--- config.mk ---
export PLATFORM = sky130hd
export DESIGN_NAME = cpu6502_cycle_count_core_flat
export DESIGN_NICKNAME = d
export VERILOG_FILES = /design/src/c6cc_pkg.sv /design/src/c6cc_if.sv /design/src/c6cc_decode.sv /design/src/cpu6502_cycle_count_core.sv /design/src/flat_wrapper.sv
export SDC_FILE = /design/constraint.sdc
export NUM_CORES = 1
export LEC_CHECK = 0
export BUFFER_PORTS_ARGS = -buffer_cell sky130_fd_sc_hd__buf_2
export CAP_MARGIN = 20
export CORE_MARGIN = 2
export CORE_UTILIZATION = 35
export DETAILED_ROUTE_END_ITERATION = 8
export PLACE_DENSITY = 0.61
export SYNTH_ARGS = -nofsm -noshare
export SYNTH_HDL_FRONTEND = slang
export SYNTH_SLANG_ARGS = --single-unit
--- constraint.sdc ---
create_clock -name clock -period 4 [get_ports clock]
set_clock_uncertainty 0.15 [all_clocks]
set_input_delay 0.2 -clock clock [delete_from_list [all_inputs] [get_ports clock]]
set_output_delay 0.2 -clock clock [all_outputs]
set_load 0.005 [all_outputs]
--- src/c6cc_pkg.sv ---
// ----------------------------------------------------------------------------
// c6cc_pkg - shared types and constants for the cycle count core of the 6502
// Opcode codes, opcode field groups, base-count tables and the transaction
// types passed between the pipeline and the decoder.
// ----------------------------------------------------------------------------
`default_nettype none

package c6cc_pkg;

   // Opcodes handled ahead of the table lookup
   localparam logic [7:0] OP_BRK      = 8'h00;
   localparam logic [7:0] OP_JSR      = 8'h20;
   localparam logic [7:0] OP_RTI      = 8'h40;
   localparam logic [7:0] OP_RTS      = 8'h60;
   localparam logic [7:0] OP_PHP      = 8'h08;
   localparam logic [7:0] OP_PLP      = 8'h28;
   localparam logic [7:0] OP_PHA      = 8'h48;
   localparam logic [7:0] OP_PLA      = 8'h68;
   localparam logic [7:0] OP_NOP_ZP0  = 8'h04;
   localparam logic [7:0] OP_NOP_ZP1  = 8'h44;
   localparam logic [7:0] OP_NOP_ZP2  = 8'h64;
   localparam logic [7:0] OP_NOP_ABS  = 8'h0C;
   localparam logic [7:0] OP_NOP_ZPX0 = 8'h14;
   localparam logic [7:0] OP_NOP_ZPX1 = 8'h34;
   localparam logic [7:0] OP_NOP_ZPX2 = 8'h54;
   localparam logic [7:0] OP_NOP_ZPX3 = 8'h74;
   localparam logic [7:0] OP_NOP_ZPX4 = 8'hD4;
   localparam logic [7:0] OP_NOP_ZPX5 = 8'hF4;

   // Low-nibble and branch patterns
   localparam logic [3:0] LO_STACK    = 4'h8;
   localparam logic [3:0] LO_TRANSFER = 4'hA;
   localparam logic [3:0] HI_TRANSFER = 4'h8;
   localparam logic [4:0] BRANCH_PAT  = 5'b10000;

   // cc groups
   localparam logic [1:0] CC_CTL = 2'd0;
   localparam logic [1:0] CC_ALU = 2'd1;
   localparam logic [1:0] CC_RMW = 2'd2;

   // aaa codes
   localparam logic [2:0] AAA_0 = 3'd0;
   localparam logic [2:0] AAA_2 = 3'd2;
   localparam logic [2:0] AAA_3 = 3'd3;
   localparam logic [2:0] AAA_STORE = 3'd4;
   localparam logic [2:0] AAA_LOAD  = 3'd5;
   localparam logic [2:0] AAA_INC   = 3'd6;

   // bbb codes
   localparam logic [2:0] BBB_INDY = 3'd4;
   localparam logic [2:0] BBB_ABSY = 3'd6;
   localparam logic [2:0] BBB_ABSX = 3'd7;

   // Branch flag selectors
   localparam logic [1:0] BR_N = 2'd0;
   localparam logic [1:0] BR_V = 2'd1;
   localparam logic [1:0] BR_C = 2'd2;
   localparam logic [1:0] BR_Z = 2'd3;

   // Table entry: bit 3 marks undefined, bits 2:0 the base count.
   // An undefined entry carries count 2 so it reads out directly.
   localparam logic [3:0] TB_U = 4'b1010;

   localparam logic [7:0][3:0] TAB_ALU    = {4'd4, 4'd4, 4'd4, 4'd5, 4'd4, 4'd2, 4'd3, 4'd6};
   localparam logic [7:0][3:0] TAB_STA    = {4'd5, 4'd5, 4'd4, 4'd6, 4'd4, TB_U, 4'd3, 4'd6};
   localparam logic [7:0][3:0] TAB_RMW    = {4'd7, TB_U, 4'd6, TB_U, 4'd6, 4'd2, 4'd5, TB_U};
   localparam logic [7:0][3:0] TAB_STX    = {TB_U, TB_U, 4'd4, TB_U, 4'd4, TB_U, 4'd3, TB_U};
   localparam logic [7:0][3:0] TAB_LDX    = {4'd4, TB_U, 4'd4, TB_U, 4'd4, TB_U, 4'd3, 4'd2};
   localparam logic [7:0][3:0] TAB_INCDEC = {4'd7, TB_U, 4'd6, TB_U, 4'd6, TB_U, 4'd5, TB_U};
   localparam logic [7:0][3:0] TAB_CTL    = {4'd4, TB_U, 4'd4, TB_U, 4'd4, TB_U, 4'd3, 4'd2};

   // Only the low bytes of the address words matter for page crossing
   typedef struct packed {
      logic [7:0] opcode;
      logic [7:0] operand_lo;
      logic [7:0] pointer_lo;
      logic [7:0] pc_lo;
      logic [7:0] index_x;
      logic [7:0] index_y;
      logic [7:0] status;
   } item_type;

   typedef struct packed {
      logic [2:0] cycles;
      logic       undefined_op;
   } result_type;

endpackage

`default_nettype wire

--- src/c6cc_if.sv ---
// ----------------------------------------------------------------------------
// c6cc_if - valid/ready channels of the cycle count core for the 6502
// Request channel carries one instruction context, response channel carries
// the cycle count.
// ----------------------------------------------------------------------------
`default_nettype none

interface c6cc_req_if;
   logic        valid;
   logic        ready;
   logic [7:0]  opcode;
   logic [15:0] operand_word;
   logic [15:0] pointer_word;
   logic [15:0] operand_pc;
   logic [7:0]  index_x;
   logic [7:0]  index_y;
   logic [7:0]  status;

   modport source (
      output valid, opcode, operand_word, pointer_word, operand_pc,
             index_x, index_y, status,
      input  ready
   );
   modport sink (
      input  valid, opcode, operand_word, pointer_word, operand_pc,
             index_x, index_y, status,
      output ready
   );
endinterface

interface c6cc_rsp_if;
   logic       valid;
   logic       ready;
   logic [2:0] cycles;
   logic       undefined_op;

   modport source (output valid, cycles, undefined_op, input ready);
   modport sink   (input valid, cycles, undefined_op, output ready);
endinterface

`default_nettype wire

--- src/c6cc_decode.sv ---
// ----------------------------------------------------------------------------
// c6cc_decode - opcode timing decoder
// Looks up the base cycle count from the opcode fields and adds the page
// crossing and taken-branch penalties.
// ----------------------------------------------------------------------------
`default_nettype none

module c6cc_decode (
   input  wire  c6cc_pkg::item_type   item,
   output       c6cc_pkg::result_type result
);

   // Carry out of the low byte means the high byte changed
   function automatic logic low_carry(input logic [7:0] lo, input logic [7:0] idx);
      logic [8:0] sum;
      sum = {1'b0, lo} + {1'b0, idx};
      return sum[8];
   endfunction

   logic [2:0] aaa;
   logic [2:0] bbb;
   logic [1:0] cc;
   logic [7:0] op;

   assign op  = item.opcode;
   assign aaa = op[7:5];
   assign bbb = op[4:2];
   assign cc  = op[1:0];

   always_comb begin
      logic [3:0] entry;
      logic       use_tab;
      logic       pen;
      logic       flag;
      logic [7:0] next_lo;
      logic [8:0] tgt_sum;
      logic [2:0] cyc;

      entry   = 4'd2;
      use_tab = 1'b0;
      pen     = 1'b0;
      flag    = 1'b0;
      cyc     = 3'd2;
      next_lo = item.pc_lo + 8'd1;
      tgt_sum = {1'b0, next_lo} + {1'b0, item.operand_lo};

      priority if (op == c6cc_pkg::OP_NOP_ZP0 || op == c6cc_pkg::OP_NOP_ZP1 ||
                   op == c6cc_pkg::OP_NOP_ZP2) begin
         cyc = 3'd3;
      end else if (op == c6cc_pkg::OP_NOP_ABS || op == c6cc_pkg::OP_NOP_ZPX0 ||
                   op == c6cc_pkg::OP_NOP_ZPX1 || op == c6cc_pkg::OP_NOP_ZPX2 ||
                   op == c6cc_pkg::OP_NOP_ZPX3 || op == c6cc_pkg::OP_NOP_ZPX4 ||
                   op == c6cc_pkg::OP_NOP_ZPX5) begin
         cyc = 3'd4;
      end else if (op[4:0] == c6cc_pkg::BRANCH_PAT) begin
         unique case (op[7:6])
            c6cc_pkg::BR_N: flag = item.status[7];
            c6cc_pkg::BR_V: flag = item.status[6];
            c6cc_pkg::BR_C: flag = item.status[0];
            c6cc_pkg::BR_Z: flag = item.status[1];
            default:        flag = 1'b0;
         endcase
         // Negative offset stays on the page only when the low add carries
         if (flag == op[5]) begin
            cyc = (tgt_sum[8] ^ item.operand_lo[7]) ? 3'd4 : 3'd3;
         end
      end else if (op == c6cc_pkg::OP_BRK) begin
         cyc = item.status[2] ? 3'd2 : 3'd7;
      end else if (op == c6cc_pkg::OP_JSR || op == c6cc_pkg::OP_RTI ||
                   op == c6cc_pkg::OP_RTS) begin
         cyc = 3'd6;
      end else if (op[3:0] == c6cc_pkg::LO_STACK) begin
         if (op == c6cc_pkg::OP_PHP || op == c6cc_pkg::OP_PHA) begin
            cyc = 3'd3;
         end else if (op == c6cc_pkg::OP_PLP || op == c6cc_pkg::OP_PLA) begin
            cyc = 3'd4;
         end else begin
            cyc = 3'd2;
         end
      end else if (op[3:0] == c6cc_pkg::LO_TRANSFER && op[7:4] >= c6cc_pkg::HI_TRANSFER) begin
         cyc = 3'd2;
      end else if (cc == c6cc_pkg::CC_ALU) begin
         use_tab = 1'b1;
         if (aaa == c6cc_pkg::AAA_STORE) begin
            entry = c6cc_pkg::TAB_STA[bbb];
         end else begin
            entry = c6cc_pkg::TAB_ALU[bbb];
            if (bbb == c6cc_pkg::BBB_INDY) begin
               pen = low_carry(item.pointer_lo, item.index_y);
            end else if (bbb == c6cc_pkg::BBB_ABSY) begin
               pen = low_carry(item.operand_lo, item.index_y);
            end else if (bbb == c6cc_pkg::BBB_ABSX) begin
               pen = low_carry(item.operand_lo, item.index_x);
            end
         end
      end else if (cc == c6cc_pkg::CC_RMW) begin
         use_tab = 1'b1;
         if (aaa == c6cc_pkg::AAA_STORE) begin
            entry = c6cc_pkg::TAB_STX[bbb];
         end else if (aaa == c6cc_pkg::AAA_LOAD) begin
            entry = c6cc_pkg::TAB_LDX[bbb];
            if (bbb == c6cc_pkg::BBB_ABSX) begin
               pen = low_carry(item.operand_lo, item.index_y);
            end
         end else if (aaa >= c6cc_pkg::AAA_INC) begin
            entry = c6cc_pkg::TAB_INCDEC[bbb];
         end else begin
            entry = c6cc_pkg::TAB_RMW[bbb];
         end
      end else if (cc == c6cc_pkg::CC_CTL) begin
         use_tab = 1'b1;
         if (aaa == c6cc_pkg::AAA_0) begin
            entry = 4'd2;
         end else if (aaa == c6cc_pkg::AAA_2) begin
            entry = 4'd3;
         end else if (aaa == c6cc_pkg::AAA_3) begin
            entry = 4'd5;
         end else begin
            entry = c6cc_pkg::TAB_CTL[bbb];
         end
         if (bbb == c6cc_pkg::BBB_ABSX && aaa != c6cc_pkg::AAA_STORE) begin
            pen = low_carry(item.operand_lo, item.index_x);
         end
      end else begin
         cyc = 3'd2;
      end

      // Undefined entries hold count 2 and take no penalty
      if (use_tab) begin
         cyc = entry[2:0] + {2'b00, pen & ~entry[3]};
      end

      result.cycles       = cyc;
      result.undefined_op = use_tab & entry[3];
   end

endmodule

`default_nettype wire

--- src/cpu6502_cycle_count_core.sv ---
// ----------------------------------------------------------------------------
// cpu6502_cycle_count_core - 6502 instruction cycle timing
// Returns the clock cycle count of one instruction per request transaction.
// ----------------------------------------------------------------------------
// Usage:
//   req_bus carries one instruction context: opcode, operand word, zero-page
//   pointer word, operand address, X, Y and status flags. rsp_bus returns the
//   cycle count and an undefined-opcode flag, one response per request, in
//   request order.
//   A request is taken into the input register, decoded combinationally, and
//   its result is loaded into the response register that drives rsp_bus; a
//   stalled response holds in that register.
//   Throughput: one transaction per cycle while rsp_bus is not stalled; the
//   decoder is combinational and sits between the input and response registers.
//   Reset clears both valid flags; no response is pending afterwards.
//   When the receiver holds rsp_bus.ready low, the response register holds,
//   the input register still takes one more transaction, and req_bus.ready
//   falls only once both registers are full.
// ----------------------------------------------------------------------------
`default_nettype none

module cpu6502_cycle_count_core (
   input  wire         clock,
   input  wire         reset,
   c6cc_req_if.sink    req_bus,
   c6cc_rsp_if.source  rsp_bus
);

   logic                 in_valid_ff;
   logic                 in_valid_in;
   c6cc_pkg::item_type   in_item_ff;
   c6cc_pkg::item_type   in_item_in;
   logic                 out_valid_ff;
   logic                 out_valid_in;
   c6cc_pkg::result_type out_result_ff;
   c6cc_pkg::result_type dec_result;
   logic                 out_take;
   logic                 req_fire;

   assign out_take      = ~out_valid_ff | rsp_bus.ready;
   assign req_bus.ready = ~in_valid_ff | out_take;
   assign req_fire      = req_bus.valid & req_bus.ready;

   assign in_item_in.opcode     = req_bus.opcode;
   assign in_item_in.operand_lo = req_bus.operand_word[7:0];
   assign in_item_in.pointer_lo = req_bus.pointer_word[7:0];
   assign in_item_in.pc_lo      = req_bus.operand_pc[7:0];
   assign in_item_in.index_x    = req_bus.index_x;
   assign in_item_in.index_y    = req_bus.index_y;
   assign in_item_in.status     = req_bus.status;

   assign in_valid_in  = req_fire ? 1'b1 : (out_take ? 1'b0 : in_valid_ff);
   assign out_valid_in = out_take ? in_valid_ff : 1'b1;

   c6cc_decode u_decode (
      .item   (in_item_ff),
      .result (dec_result)
   );

   always_ff @(posedge clock) begin
      if (reset) begin
         in_valid_ff  <= 1'b0;
         out_valid_ff <= 1'b0;
      end else begin
         in_valid_ff  <= in_valid_in;
         out_valid_ff <= out_valid_in;
      end
   end

   always_ff @(posedge clock) begin
      if (req_fire) begin
         in_item_ff <= in_item_in;
      end
      // advance only when the response register is free or being taken
      if (out_take && in_valid_ff) begin
         out_result_ff <= dec_result;
      end
   end

   assign rsp_bus.valid        = out_valid_ff;
   assign rsp_bus.cycles       = out_result_ff.cycles;
   assign rsp_bus.undefined_op = out_result_ff.undefined_op;

endmodule

`default_nettype wire

--- src/flat_wrapper.sv ---
// flat-port wrapper written by rule: the top's interface ports become plain ports
module cpu6502_cycle_count_core_flat 
  (clock, reset, req_bus_valid, req_bus_opcode, req_bus_operand_word, req_bus_pointer_word, req_bus_operand_pc, req_bus_index_x, req_bus_index_y, req_bus_status, req_bus_ready, rsp_bus_valid, rsp_bus_cycles, rsp_bus_undefined_op, rsp_bus_ready);
  c6cc_req_if req_bus_i ();
  c6cc_rsp_if rsp_bus_i ();
  input  wire clock;
  input  wire reset;
  input wire logic [$bits(req_bus_i.valid)-1:0] req_bus_valid;
  input wire logic [$bits(req_bus_i.opcode)-1:0] req_bus_opcode;
  input wire logic [$bits(req_bus_i.operand_word)-1:0] req_bus_operand_word;
  input wire logic [$bits(req_bus_i.pointer_word)-1:0] req_bus_pointer_word;
  input wire logic [$bits(req_bus_i.operand_pc)-1:0] req_bus_operand_pc;
  input wire logic [$bits(req_bus_i.index_x)-1:0] req_bus_index_x;
  input wire logic [$bits(req_bus_i.index_y)-1:0] req_bus_index_y;
  input wire logic [$bits(req_bus_i.status)-1:0] req_bus_status;
  output wire logic [$bits(req_bus_i.ready)-1:0] req_bus_ready;
  output wire logic [$bits(rsp_bus_i.valid)-1:0] rsp_bus_valid;
  output wire logic [$bits(rsp_bus_i.cycles)-1:0] rsp_bus_cycles;
  output wire logic [$bits(rsp_bus_i.undefined_op)-1:0] rsp_bus_undefined_op;
  input wire logic [$bits(rsp_bus_i.ready)-1:0] rsp_bus_ready;
  assign req_bus_i.valid = req_bus_valid;
  assign req_bus_i.opcode = req_bus_opcode;
  assign req_bus_i.operand_word = req_bus_operand_word;
  assign req_bus_i.pointer_word = req_bus_pointer_word;
  assign req_bus_i.operand_pc = req_bus_operand_pc;
  assign req_bus_i.index_x = req_bus_index_x;
  assign req_bus_i.index_y = req_bus_index_y;
  assign req_bus_i.status = req_bus_status;
  assign req_bus_ready = req_bus_i.ready;
  assign rsp_bus_valid = rsp_bus_i.valid;
  assign rsp_bus_cycles = rsp_bus_i.cycles;
  assign rsp_bus_undefined_op = rsp_bus_i.undefined_op;
  assign rsp_bus_i.ready = rsp_bus_ready;
  cpu6502_cycle_count_core u_core (.clock(clock), .reset(reset), .req_bus(req_bus_i), .rsp_bus(rsp_bus_i));
endmodule
### Word-level counts from Yosys, hierarchy flattened

Memories as Yosys holds them, arrays and structs flattened. A register that Yosys moved wholly into a read port is not among the register bits.
Index checks and enable logic that the tools add are counted.

* eq/ne operators: 34
* magnitude comparators: 3
* multiplexer cells: 76
* $add $sub $neg: 6
* bitwise operators: 9
* reduce and logical (&&, ||, !) cells: 20

Operators by type and width (count)
* two-way mux 4 bit: 23
* == test 8 x 7 -> 1 bit (second input constant): 8
* two-way mux 3 bit: 18
* adder 8 x 8 -> 9 bit: 4
* two-way mux 1 bit: 34
* == test 8 x 6 -> 1 bit (second input constant): 3
* == test 8 x 4 -> 1 bit (second input constant): 2
* == test 8 bit (second input constant): 2
* == test 3 bit (second input constant): 5
* logical OR 1 bit: 12
* adder 8 x 1 -> 8 bit (second input constant): 1
* == test 4 bit (second input constant): 2
* == test 8 x 3 -> 1 bit (second input constant): 1
* == test 8 x 5 -> 1 bit (second input constant): 1
* logical NOT 8 bit: 1
* == test 2 bit (second input constant): 3
* == test 3 x 2 -> 1 bit (second input constant): 2
* == test 5 bit (second input constant): 1
* == test 2 x 1 -> 1 bit (second input constant): 2
* greater-or-equal comparator 4 bit (second input constant): 1
* logical NOT 2 bit: 2
* < comparator 3 x 4 -> 1 bit (second input constant): 1
* one-hot mux 1 bit (4 select lines): 1
* adder 3 x 1 -> 3 bit: 1
* 10 further kinds: 17

* memories kept: 6
* memory bits (read-only): 192
* input port bits: 84
* output and inout port bits: 6
* flip-flop bits (word level): 62

Memory list
* (name not given): depth 8, width 4, rd ports 1, clocked after memory_dff 1, write ports 0, line c6cc_decode.sv:119 `entry = c6cc_pkg::TAB_CTL[bbb];`
* (name not given): depth 8, width 4, rd ports 1, clocked after memory_dff 1, write ports 0, line c6cc_decode.sv:108 `entry = c6cc_pkg::TAB_RMW[bbb];`
* (name not given): depth 8, width 4, rd ports 1, clocked after memory_dff 1, write ports 0, line c6cc_decode.sv:106 `entry = c6cc_pkg::TAB_INCDEC[bbb];`
* (name not given): depth 8, width 4, rd ports 1, clocked after memory_dff 1, write ports 0, line c6cc_decode.sv:99 `entry = c6cc_pkg::TAB_STX[bbb];`
* (name not given): depth 8, width 4, rd ports 1, clocked after memory_dff 1, write ports 0, line c6cc_decode.sv:87 `entry = c6cc_pkg::TAB_ALU[bbb];`
* (name not given): depth 8, width 4, rd ports 1, clocked after memory_dff 1, write ports 0, line c6cc_decode.sv:85 `entry = c6cc_pkg::TAB_STA[bbb];`

### Depth between registers and ports, before layout

* word-level depth: 19
* gate-level depth with buffers: 11
* depth with buffers taken out: 11

### Cells and area by module

From an unflattened synthesis, not the netlist that was laid out.

* cells, all modules: 283
* area, all modules: 3495.9 um^2

By module, submodules not included
* cpu6502_cycle_count_core: instances 1, cells an instance 70, seq. area each 1841.8 um^2, area each 1905.6 um^2
* c6cc_decode: instances 1, cells an instance 213, seq. area each 0.0 um^2, area each 1590.3 um^2

### Worst setup path after synthesis

Ideal clock, no wire load.

* path kind: reg2reg
* start: register u_core.in_item_ff[47] in the netlist's numbering
* end: register u_core.out_result_ff, in the netlist u_core.rsp_bus.cycles[1] (data pin)
* setup time: 0.258 ns
* stages on the path, launching flop included: 11
* clock period less this slack: 2.901 ns
* setup slack: 1.099 ns
* arrival: 2.493 ns
* required time: 3.592 ns
* cells stage by stage: edfxtp_1 > ha_1 > a211oi_1 > nand3_1 > o22ai_1 > a211oi_1 > a2111oi_0 > a2111oi_0 > ha_1 > ha_1 > o221a_2

RTL lines
* start, declared: line cpu6502_cycle_count_core.sv:31 `c6cc_pkg::item_type in_item_ff;`
* start signal, assigned: line cpu6502_cycle_count_core.sv:72 `in_item_ff <= in_item_in;`
* end signal, assigned: line cpu6502_cycle_count_core.sv:76 `out_result_ff <= dec_result;`
* end, declared: line cpu6502_cycle_count_core.sv:35 `c6cc_pkg::result_type out_result_ff;`

==> results.md <==
Die:
- The total core area is 0.01070 mm2.
- From bottom edge to top edge, the die measures 108.2 um.
- The count of boundary I/O pins is 90.
- In this run the horizontal extent of the chip is 108.2 um.
- The initialized floorplan defines 38 standard-cell rows.
- The initial utilization of the core area, before any placement, comes to 35.51%.
- The die covers 0.01170 mm2.

Synthesis:
- Synthesis produced a netlist with a net count of 439.
- The sequential area share after synthesis is 55.60%.
- The synthesized area per cell is 11.95 um2.
- sky130_fd_sc_hd__edfxtp_1 is the most common cell in the netlist.
- In the post-synthesis netlist, the biggest area contributors are sky130_fd_sc_hd__edfxtp_1 (45%), sky130_fd_sc_hd__ha_1 (12%), sky130_fd_sc_hd__dfxtp_1 (11%), sky130_fd_sc_hd__a21oi_1 (3.0%), sky130_fd_sc_hd__nand2_1 (2.1%).
- Of all cell types, the one taking the most synthesized area is sky130_fd_sc_hd__edfxtp_1.
- In this run the biggest area consumer among cell types represents 45.06% of the synthesized area.
- The number of distinct standard cells referenced by the synthesized netlist is 48.
- Among all flip-flop cells after synthesis, the most frequent one is sky130_fd_sc_hd__edfxtp_1.
- The number of enable flip-flop cells after synthesis is 57.
- Counting flops with an async set or reset pin after synthesis yields a share of 0%.
- After synthesis, the most frequently instantiated cells are sky130_fd_sc_hd__edfxtp_1 (57), sky130_fd_sc_hd__ha_1 (37), sky130_fd_sc_hd__a21oi_1 (23).
- The synthesis warning total is 0.
- The number of register bits inferred by synthesis is 77.
- The number of standard cells after synthesis is 318.
- The post-synthesis instance area is 0.003799 mm2.

Detailed routing:
- The number of iterations in the first detailed-routing pass is 4.
- The final routed DRC violation total is 0.
- The initial detailed-routing violation count is 124.
- The count of vias placed by the detailed router is 2886.
- After detailed routing, the average wire length per cell comes to 13.96 um.
- The number of nets with antenna violations after routing is 0.
- After detailed routing, the number of vias per cell comes to 4.925.
- The total wire length is 8183 um.

Global routing:
- Entering global routing, the biggest net connects 54 pins.
- Global routing used 15.13% of the available tracks.
- The overflow left after global routing is 0.
- The via count of the first global-routing pass is 2967.
- The first global-routing pass estimated 13580 um of wire.
- The initial antenna violation count came to 0.

Clock tree:
- The tree is rooted in a sky130_fd_sc_hd__clkbuf_8.
- Clock-pin slew was measured on the worst setup and hold paths at 0.07 ns.
- The number of buffers added by the clock tree synthesis step is 9.
- The tree built by TritonCTS fans out to 77 sinks.
- The clock latency of the later-clocked register in the worst-skew pair is 0.37 ns.
- The depth of the CTS H-tree is 3.
- The worst-case clock buffer depth is 2.
- The TritonCTS clock tree is yes.

Placed design:
- The worst-case setup slack after placement is 0.6030 ns.
- The post-DP HPWL is 5782 um.
- The count of buffers inserted at the top-level ports is 62.
- The placed instances occupy a cell area of 0.004258 mm2.
- At the end of routability-driven placement, the weighted congestion stood at 0.8121.

Final layout:
- The fill cell total of the finished layout is 959.
- The diode insertion count for antenna repair is 0.
- The post-route netlist has 20.40% of its cells at a drive strength greater than 1.
- The finished cells cover 0.005024 mm2.
- The layout net count is 562.
- Cells fill 46.96% of the core in the end.
- The growth of design area from synthesis to finish is 32.25%.

Pwr:
- The completed layout was analyzed and its total power is 0.001770 W.
- The maximum resistive drop on vdd is 0.1917 mV.
- The static leakage is 2.078 nW.
- The power density over the cells is 352.2 mW/mm2.

Timing:
- Measured against its own limit, the worst slew margin works out to 44.18%.
- For this run, the top clock speed supported by timing is 293.2 MHz.
- The number of failing hold endpoints at the final stage is 0.
- The final-report setup violation count is 0.
- The final worst-path cycle share is 85.27%.
- The transition at the pin with the smallest max-transition slack is 0.8140 ns.
- Setup repair after global routing left no endpoint under its margin.
- The time the final worst path needs with I/O delays and setup is 3.411 ns.
- Across all setup checks in the final design, the least slack found is 0.5892 ns.
- The summed negative setup slack over all endpoints is 0 ns.
- The number of slew-limit violations in the final report is 0.

Critical path:
- The critical path goes through nor2b_1 > o211ai_1 > a22oi_1 > o22ai_1 > o211ai_1 > a2111oi_0 > ha_1 > ha_1 > o221a_2.
- In this run the worst path has a maximum fanout of 15.
- STA puts the critical path data required time at 3.96 ns.
- The data arrival time of the critical path is 3.37 ns.
- The startpoint type of the worst setup path is a register.
- The setup path with the least slack is of type register to register.
- On the worst path, the slowest cell contributes a delay of 0.71 ns.
- On the critical path, the stage with the largest delay is an instance of sky130_fd_sc_hd__edfxtp_1.
- STA classifies the critical path endpoint as a register.

Outcome:
- The run finished with clean final reports.

Worst hold path:
- The worst hold path belongs to the class primary input to register.

Flow run:
- Max-cap violations in this run came to 0.
## layout by cell type, fill, tap and decap left out, drive strengths merged, types with 3 or more instances in the layout
| cell type | count |
|---|---|
| mux2i | 7 |
| ha | 37 |
| a21o | 3 |
| o21a | 4 |
| a21oi | 23 |
| and3 | 3 |
| nand2 | 21 |
| mux2 | 4 |
| buf | 66 |
| clkbuf | 12 |
| o31ai | 4 |
| nor2 | 21 |
| xnor2 | 7 |
| nand3 | 12 |
| o21ai | 13 |
| o211ai | 5 |
| xor2 | 3 |
| nor2b | 7 |
| a211oi | 4 |
| nand2b | 6 |
| nand4 | 4 |
| inv | 13 |
| nor3 | 5 |
| dlygate4sd3 | 56 |
| nand3b | 3 |
| edfxtp | 57 |
| dfxtp | 20 |
## final timing paths
path / startpoint / to / slack, ns / cells past startpoint
worst max-delay path: u_core.in_item_ff[54] / u_core.rsp_bus.cycles[1] / 0.59 / 9
worst max register to register: u_core.in_item_ff[54] / u_core.rsp_bus.cycles[1] / 0.59 / 9
worst min-delay path: req_bus_valid / u_core.in_item_ff[48] / 0.36 / 3
worst min register to register: u_core.in_valid_ff / u_core.rsp_bus.valid / 0.40 / 2
## report_power, final
part | switching, W | internal (W) | total (W)
clock network | 0.000285 | 0.000265 | 0.000550
registers | 0.0000401 | 0.000919 | 0.000959
logic | 0.000121 | 0.000139 | 0.000260
## kinds of logic after synthesis
family	count (synthesis)	synth area share (%)
AO/OA/AOI/OAI	71	11.89
XOR/XNOR	10	2.306
adder cells (fa/ha/maj)	37	12.19
buffers and inverters	20	2.273
flip-flops	77	55.60
multiplexers	12	3.623
AND/OR/NAND/NOR	91	12.12
## stage by stage
| step | hold WS, ns | cells |
|---|---|---|
| finish | 0.3562 | 586 |
| global route | 0.3796 | 586 |
| CTS | 0.3623 | 585 |
| detailed placement | 0.2281 | 513 |
| global placement | 0.2262 | 513 |
| floorplan | 0.1224 | 318 |
## routing by layer
metal	share of wire [%]	up-vias	GRT usage, %
met5	0	-	0
met4	1.9	0	5.769
met3	4.4	11	3.496
met2	48	72	26.15
met1	46	1359	18.35
li1	-	1444	-
## area by class of cell
type | instances | area [um2] | share of cell area [%]
Timing Repair Buffer | 122 | 913.4 | 18.18
Sequential cell | 77 | 2112 | 42.04
Tap cell | 140 | 175.2 | 3.487
Clock inverter | 4 | 28.78 | 0.5729
Multi-Input combinational cell | 221 | 1600 | 31.86
Clock buffer | 12 | 156.4 | 3.113
Inverter | 10 | 37.54 | 0.7472
## repair_timing
item / 4_1_cts / 5_1_grt
hold endpoints to repair: 55 / 0
hold buffers: 56 / 0
gates resized for setup: 0 / 0
buffers inserted: 0 / 0
## critical path: cells and delay by family (launching register included)
family	cells	cell delay, ns
AND/OR/NAND/NOR	1	0.15
flip-flops	1	0.71
AO/OA/AOI/OAI	6	1.68
adder cells (fa/ha/maj)	2	0.48
Power figures use the tool's default switching activity.
